$ cat config.mk
export PLATFORM = sky130hd
export DESIGN_NAME = stt_cell
export DESIGN_NICKNAME = d
export VERILOG_FILES = /design/src/sv/stt_pkg.sv /design/src/sv/stt_cell.sv
export SDC_FILE = /design/constraint.sdc
export NUM_CORES = 1
export LEC_CHECK = 0
export ABC_AREA = 1
export BUFFER_PORTS_ARGS = -buffer_cell sky130_fd_sc_hd__buf_2
export CAP_MARGIN = 15
export CORE_MARGIN = 1.5
export CORE_UTILIZATION = 46
export CTS_BUF_LIST = sky130_fd_sc_hd__clkbuf_2
export DETAILED_ROUTE_END_ITERATION = 16
export PLACE_DENSITY = 0.73
export SYNTH_ARGS = -nofsm -noshare
export SYNTH_HDL_FRONTEND = slang
export SYNTH_SLANG_ARGS = --single-unit
$ cat constraint.sdc
create_clock -name clk -period 6.45 [get_ports clk]
set_clock_uncertainty 0.2 [all_clocks]
set_input_delay 1.29 -clock clk [delete_from_list [all_inputs] [get_ports clk]]
set_output_delay 1.29 -clock clk [all_outputs]
set_load 0.01 [all_outputs]
$ cat src/sv/stt_pkg.sv
// Package for the space-time reservation table: sizes, codes, the cell control
// struct and small helpers for keys and footprint offsets.
// No dependencies.
package stt_pkg;

	localparam int TABLE_ENTRIES = 256;
	localparam int MAX_CLEARANCE = 3;
	localparam int XY_W          = 20;
	localparam int T_W           = 24;
	localparam int KEY_W         = 2 * XY_W + T_W;
	localparam int AGENT_W       = 16;
	localparam int PRI_W         = 16;
	localparam int TICK_W        = 32;
	localparam int COST_W        = 16;
	localparam int OFS_W         = 4;
	localparam int COUNT_W       = 9;
	localparam int GROUP         = 16;
	localparam int GROUPS        = TABLE_ENTRIES / GROUP;
	localparam int GRP_CNT_W     = $clog2(GROUP + 1);
	// reciprocal of ten, exact for 16-bit operands
	localparam int DIV10_MUL     = 52429;
	localparam int DIV10_SHIFT   = 19;

	localparam logic [2:0] CMD_RESERVE = 3'd0;
	localparam logic [2:0] CMD_RELEASE = 3'd1;
	localparam logic [2:0] CMD_PENALTY = 3'd2;
	localparam logic [2:0] CMD_VERTEX  = 3'd3;
	localparam logic [2:0] CMD_EDGE    = 3'd4;
	localparam logic [2:0] CMD_CLEANUP = 3'd5;

	localparam logic [1:0] ST_OK       = 2'd0;
	localparam logic [1:0] ST_CONFLICT = 2'd1;
	localparam logic [1:0] ST_FULL     = 2'd2;
	localparam logic [1:0] ST_SKIPPED  = 2'd3;

	localparam logic [1:0] REG_CLEARANCE = 2'd0;
	localparam logic [1:0] REG_COOP      = 2'd1;
	localparam logic [1:0] REG_STALE     = 2'd2;
	localparam logic [1:0] REG_COST      = 2'd3;

	typedef struct packed {
		logic [KEY_W-1:0]   key;
		logic [AGENT_W-1:0] wr_agent;
		logic [PRI_W-1:0]   wr_pri;
		logic [TICK_W-1:0]  wr_stamp;
		logic               wr_en;
		logic               del_en;
		logic               sweep_en;
		logic [TICK_W-1:0]  now;
		logic [TICK_W-1:0]  limit;
	} cell_ctl_t;

	function automatic logic [KEY_W-1:0] mk_key(input logic [XY_W-1:0] x,
		input logic [XY_W-1:0] y, input logic [T_W-1:0] t);
		return {x, y, t};
	endfunction

	function automatic logic [XY_W-1:0] ofs_add(input logic [XY_W-1:0] x,
		input logic [OFS_W-1:0] o);
		logic [XY_W-1:0] ext;
		ext = {{(XY_W-OFS_W){o[OFS_W-1]}}, o};
		return x + ext;
	endfunction

	function automatic logic [OFS_W-1:0] clamp_clr(input logic [1:0] c);
		if (int'(c) > MAX_CLEARANCE) begin
			return OFS_W'(MAX_CLEARANCE);
		end
		return OFS_W'(c);
	endfunction

endpackage

$ cat src/sv/stt_cell.sv
// One table entry: key, owner, priority and stamp, with its own key compare
// and staleness check. Depends on stt_pkg.
module stt_cell (
	input  logic                      clk,
	input  logic                      arst_n,
	input  stt_pkg::cell_ctl_t        ctl,
	input  logic                      sel,
	output logic                      hit,
	output logic                      stale,
	output logic                      valid,
	output logic [stt_pkg::AGENT_W-1:0] agent,
	output logic [stt_pkg::PRI_W-1:0]   pri
);

	logic                         valid_q;
	logic                         hit_q;
	logic                         stale_q;
	logic [stt_pkg::KEY_W-1:0]    key_q;
	logic [stt_pkg::AGENT_W-1:0]  agent_q;
	logic [stt_pkg::PRI_W-1:0]    pri_q;
	logic [stt_pkg::TICK_W-1:0]   stamp_q;

	always_ff @(posedge clk or negedge arst_n) begin
		if (!arst_n) begin
			valid_q <= 1'b0;
			hit_q   <= 1'b0;
			stale_q <= 1'b0;
		end else begin
			hit_q   <= valid_q && (key_q == ctl.key);
			stale_q <= valid_q && (stamp_q <= ctl.now) && ((ctl.now - stamp_q) > ctl.limit);
			if (ctl.wr_en && sel) begin
				valid_q <= 1'b1;
			end else if ((ctl.del_en && sel) || (ctl.sweep_en && stale_q)) begin
				valid_q <= 1'b0;
			end
		end
	end

	// payload: no reset, only read while valid
	always_ff @(posedge clk) begin
		if (ctl.wr_en && sel) begin
			key_q   <= ctl.key;
			agent_q <= ctl.wr_agent;
			pri_q   <= ctl.wr_pri;
			stamp_q <= ctl.wr_stamp;
		end
	end

	assign hit   = hit_q;
	assign stale = stale_q;
	assign valid = valid_q;
	assign agent = agent_q;
	assign pri   = pri_q;

endmodule
==> key figures <==
Yosys
  – Synth unique cells: 34
  – FF+latch count, synth: 131
  – Synth top area share: 47.6%
  – Syn nets: 1,181
  – YS warnings: 0
  – Post-synthesis instance total: 918
  – Synth area leader: edfxtp_1
  – Top_reg_cell synth: edfxtp_1
  – Synth top area cells: edfxtp_1 (48%), nand2_1 (11%), ha_1 (9.9%)
  – Synth top cells by count: nand2_1 (227), inv_1 (187), edfxtp_1 (128)
  – Post-Syn Area per Cell: 8.80 um2
  – Register area share after synthesis: 48.5%
  – Number of synthesized flops with an enable pin: 128
  – Mapped Area: 8080 um2
  – Most common cell in the synthesized netlist: nand2_1
  – Async SR Flop Fraction: 2.29%

Final layout
  – Area occupied by multi-input gates: 3450 um2
  – Layout cell share with drive strength beyond 1: 25.9%
  – Fin nets: 1,433
  – Area grow syn2layout: 21.3%
  – # fillers: 1,589
  – Seq. cell area: 3920 um2

Worst setup path
  – Slowest-stage cell, CP: fa_1
  – CP endpoint kind: flip-flop
  – Setup CP Type: in -> reg
  – Crit path cell chain: buf_2 -> inv_1 -> ha_1 -> fa_1 -> inv_1 -> nand2_1 -> nand2_2 -> nand2_2 -> o21ai_2 -> nand2_1 -> nand2_2 -> nand2_1 -> nand3_1 -> nand2_1 -> ha_1 -> nand2_1 -> inv_1 -> nand3_1 -> nor2_1 -> nand3_1 -> nor2_1 -> nor2_1 -> nand2_1 -> nor2_2
  – WP data required: 6870 ps
  – CP max stage delay: 400 ps
  – Most frequent CP cell: nand2_1
  – CP Launch Type: input port
  – Critical-path maximum fanout: 3
  – Critical Path AT: 3820 ps

CTS
  – Clock Tree Root: clkbuf_2
  – Post-CTS sizing: 0
  – Post-CTS Setup Inserts: 0
  – Clock transition time at the flip-flop clock pins of the worst setup and hold paths: 250 ps
  – CTS Hold Buffers Added: 0
  – Clk_lat worst skew: 690 ps
  – Clk buf depth: 2
  – TritonCTS Buffers: 17
  – H-tree lvl count: 4
  – CTS tree: yes
  – Clock Sinks: 131

Route
  – Post-DRT Antenna Nets: 0
  – Vias per cell: 4.74
  – Wire per inst: 13.2 um
  – Final wirelength: 18,700 um
  – DRC: 0
  – First DRT Iteration DRCs: 369
  – Drt pass-1 iters: 5
  – DR vias: 6,672

Hold path
  – Hold WC Path Type: in -> async

Global routing
  – First-pass GRT wire length: 29,200 um
  – GRT Resource Usage Total: 20.7%
  – Total gr overflow: 0
  – Pin count of the biggest net entering global routing: 82
  – Vias in the first global route: 6,446
  – Initial antenna violation count: 4

Placement
  – IO buf count: 232
  – Pre-CTS setup slack: 2290 ps
  – Placer Congestion: 0.878
  – DP HPWL: 15,400 um

Run status
  – Outcome: finished, final reports clean

Power and ir drop
  – Peak supply drop: 0.178 mV
  – Power Density: 216 nW/um2
  – Static leakage: 5.00 nW

Timing
  – Fin crit share: 52.7%
  – PnR worst setup slack: 3050 ps
  – Period minus WS final: 3400 ps
  – Setup-violating endpoint count in the final report: 0
  – RSZ-0062 raised after global routing: false
  – Setup_tns: 0 ps
  – Worst-Margin Slew: 973 ps
  – Final Hold Fails: 0
  – Fmax: 0.294 GHz
  – Final Slew Violations: 0
  – Normalized max-slew margin: 35.1%

Die
  – Initial Utilization: 46.9%
  – I/O pins: 233
  – Die W: 136 um
  – Die Height: 136 um
  – Die footprint: 18,400 um2
  – Core area: 17,200 um2
  – Site Rows: 48

Flow run
  – Max-cap violations: 0
## cell usage in the layout (no fill, tap or decap), types with 2 or more instances in the layout
cell type   synthesis  layout
edfxtp_1          128     128
nand3b_1            4       4
o22ai_1            10      10
dfrtp_1             3       3
nand4_1             9       9
bufinv_16           0       2
nor2_2              4       4
inv_8               0       5
nand3_1            27      27
nor4_1              2       2
a21oi_1            48      48
o21bai_1            6       6
inv_1             187     186
o21ai_0            26      26
nor2_4              4       4
clkbuf_2            0      17
nor2_1             71      71
a22o_1              4       4
nand2_2            21      21
ha_1               64      64
buf_2               0     232
or2_2               5       5
nor3_1              7       7
o21a_1              3       3
nand2_1           227     227
and2_0              2       2
xor2_1             22      22
xnor2_1            22      22
inv_6               0       6
clkinvlp_4          0       2
inv_2               3       3
## final timing paths
check	start	end	slack (ps)	cells after the start
worst min-delay path	arst_n	stale	180	1
worst max-delay path	ctl[32]	stale	3050	24
max in group asynchronous	arst_n	valid	5680	1
worst max register to register	stamp_q[0]	stale	3340	22
worst min register to register	key_q[60]	hit	470	5
min in group clk	key_q[60]	hit	470	5
## routing by layer
metal | up-vias | share of wire [%] | GRT usage, %
li1 | 3481 | - | -
met1 | 2961 | 41 | 24.0
met2 | 199 | 50 | 37.4
met3 | 25 | 7.2 | 5.57
met4 | 6 | 1.5 | 5.73
met5 | - | 0.24 | 0
## per-stage QoR
step	total power, mW	instance area (um2)	hold slack [ps]	utilization, %	instances
after floorplan	1.39	8080	396	-	918
after global placement	1.55	9530	455	55.3	1376
after detailed placement	1.57	9530	472	55.3	1376
after CTS	2.14	9800	141	56.9	1408
after global routing	2.25	9800	118	56.9	1409
final	2.12	9800	180	56.9	1409
## registers in the layout, summed over array words and instances, names as in the netlist
| register | count |
|---|---|
| pri | 16 |
| stamp_q | 32 |
| key_q | 64 |
| valid | 1 |
| agent | 16 |
| hit | 1 |
| stale | 1 |
## cells by family after synthesis
kind of cell,after synthesis,synth area share [%]
AO/OA/AOI/OAI,101,7.03
XOR/XNOR,44,4.77
adder cells (fa/ha/maj),65,10.2
buffers and inverters,190,8.83
flip-flops,131,48.5
AND/OR/NAND/NOR,387,20.7
## area by class of cell
| type | count | share of cell area (%) |
|---|---|---|
| multi-input cells | 597 | 35.2 |
| diodes | 1 | 0.0255 |
| well taps | 225 | 2.87 |
| clock inverters | 15 | 1.88 |
| inverters | 190 | 7.30 |
| clock buffers | 17 | 0.868 |
| repair buffers | 233 | 11.9 |
| flip-flops and latches | 131 | 40.0 |
## power by group
| part | total [mW] | switching (mW) | internal (mW) | leakage [nW] |
|---|---|---|---|---|
| clock | 0.571 | 0.372 | 0.199 | 0.157 |
| combinational | 0.531 | 0.314 | 0.218 | 3.60 |
| sequential | 1.02 | 0.0193 | 0.998 | 1.24 |
| total | 2.12 | 0.705 | 1.41 | 5.00 |
## critical path, delay by kind of cell
family	cells	cell delay (ps)
adder cells (fa/ha/maj)	3	870
AND/OR/NAND/NOR	16	1260
AO/OA/AOI/OAI	1	170
buffers and inverters	4	230
Power figures use the tool's default switching activity.
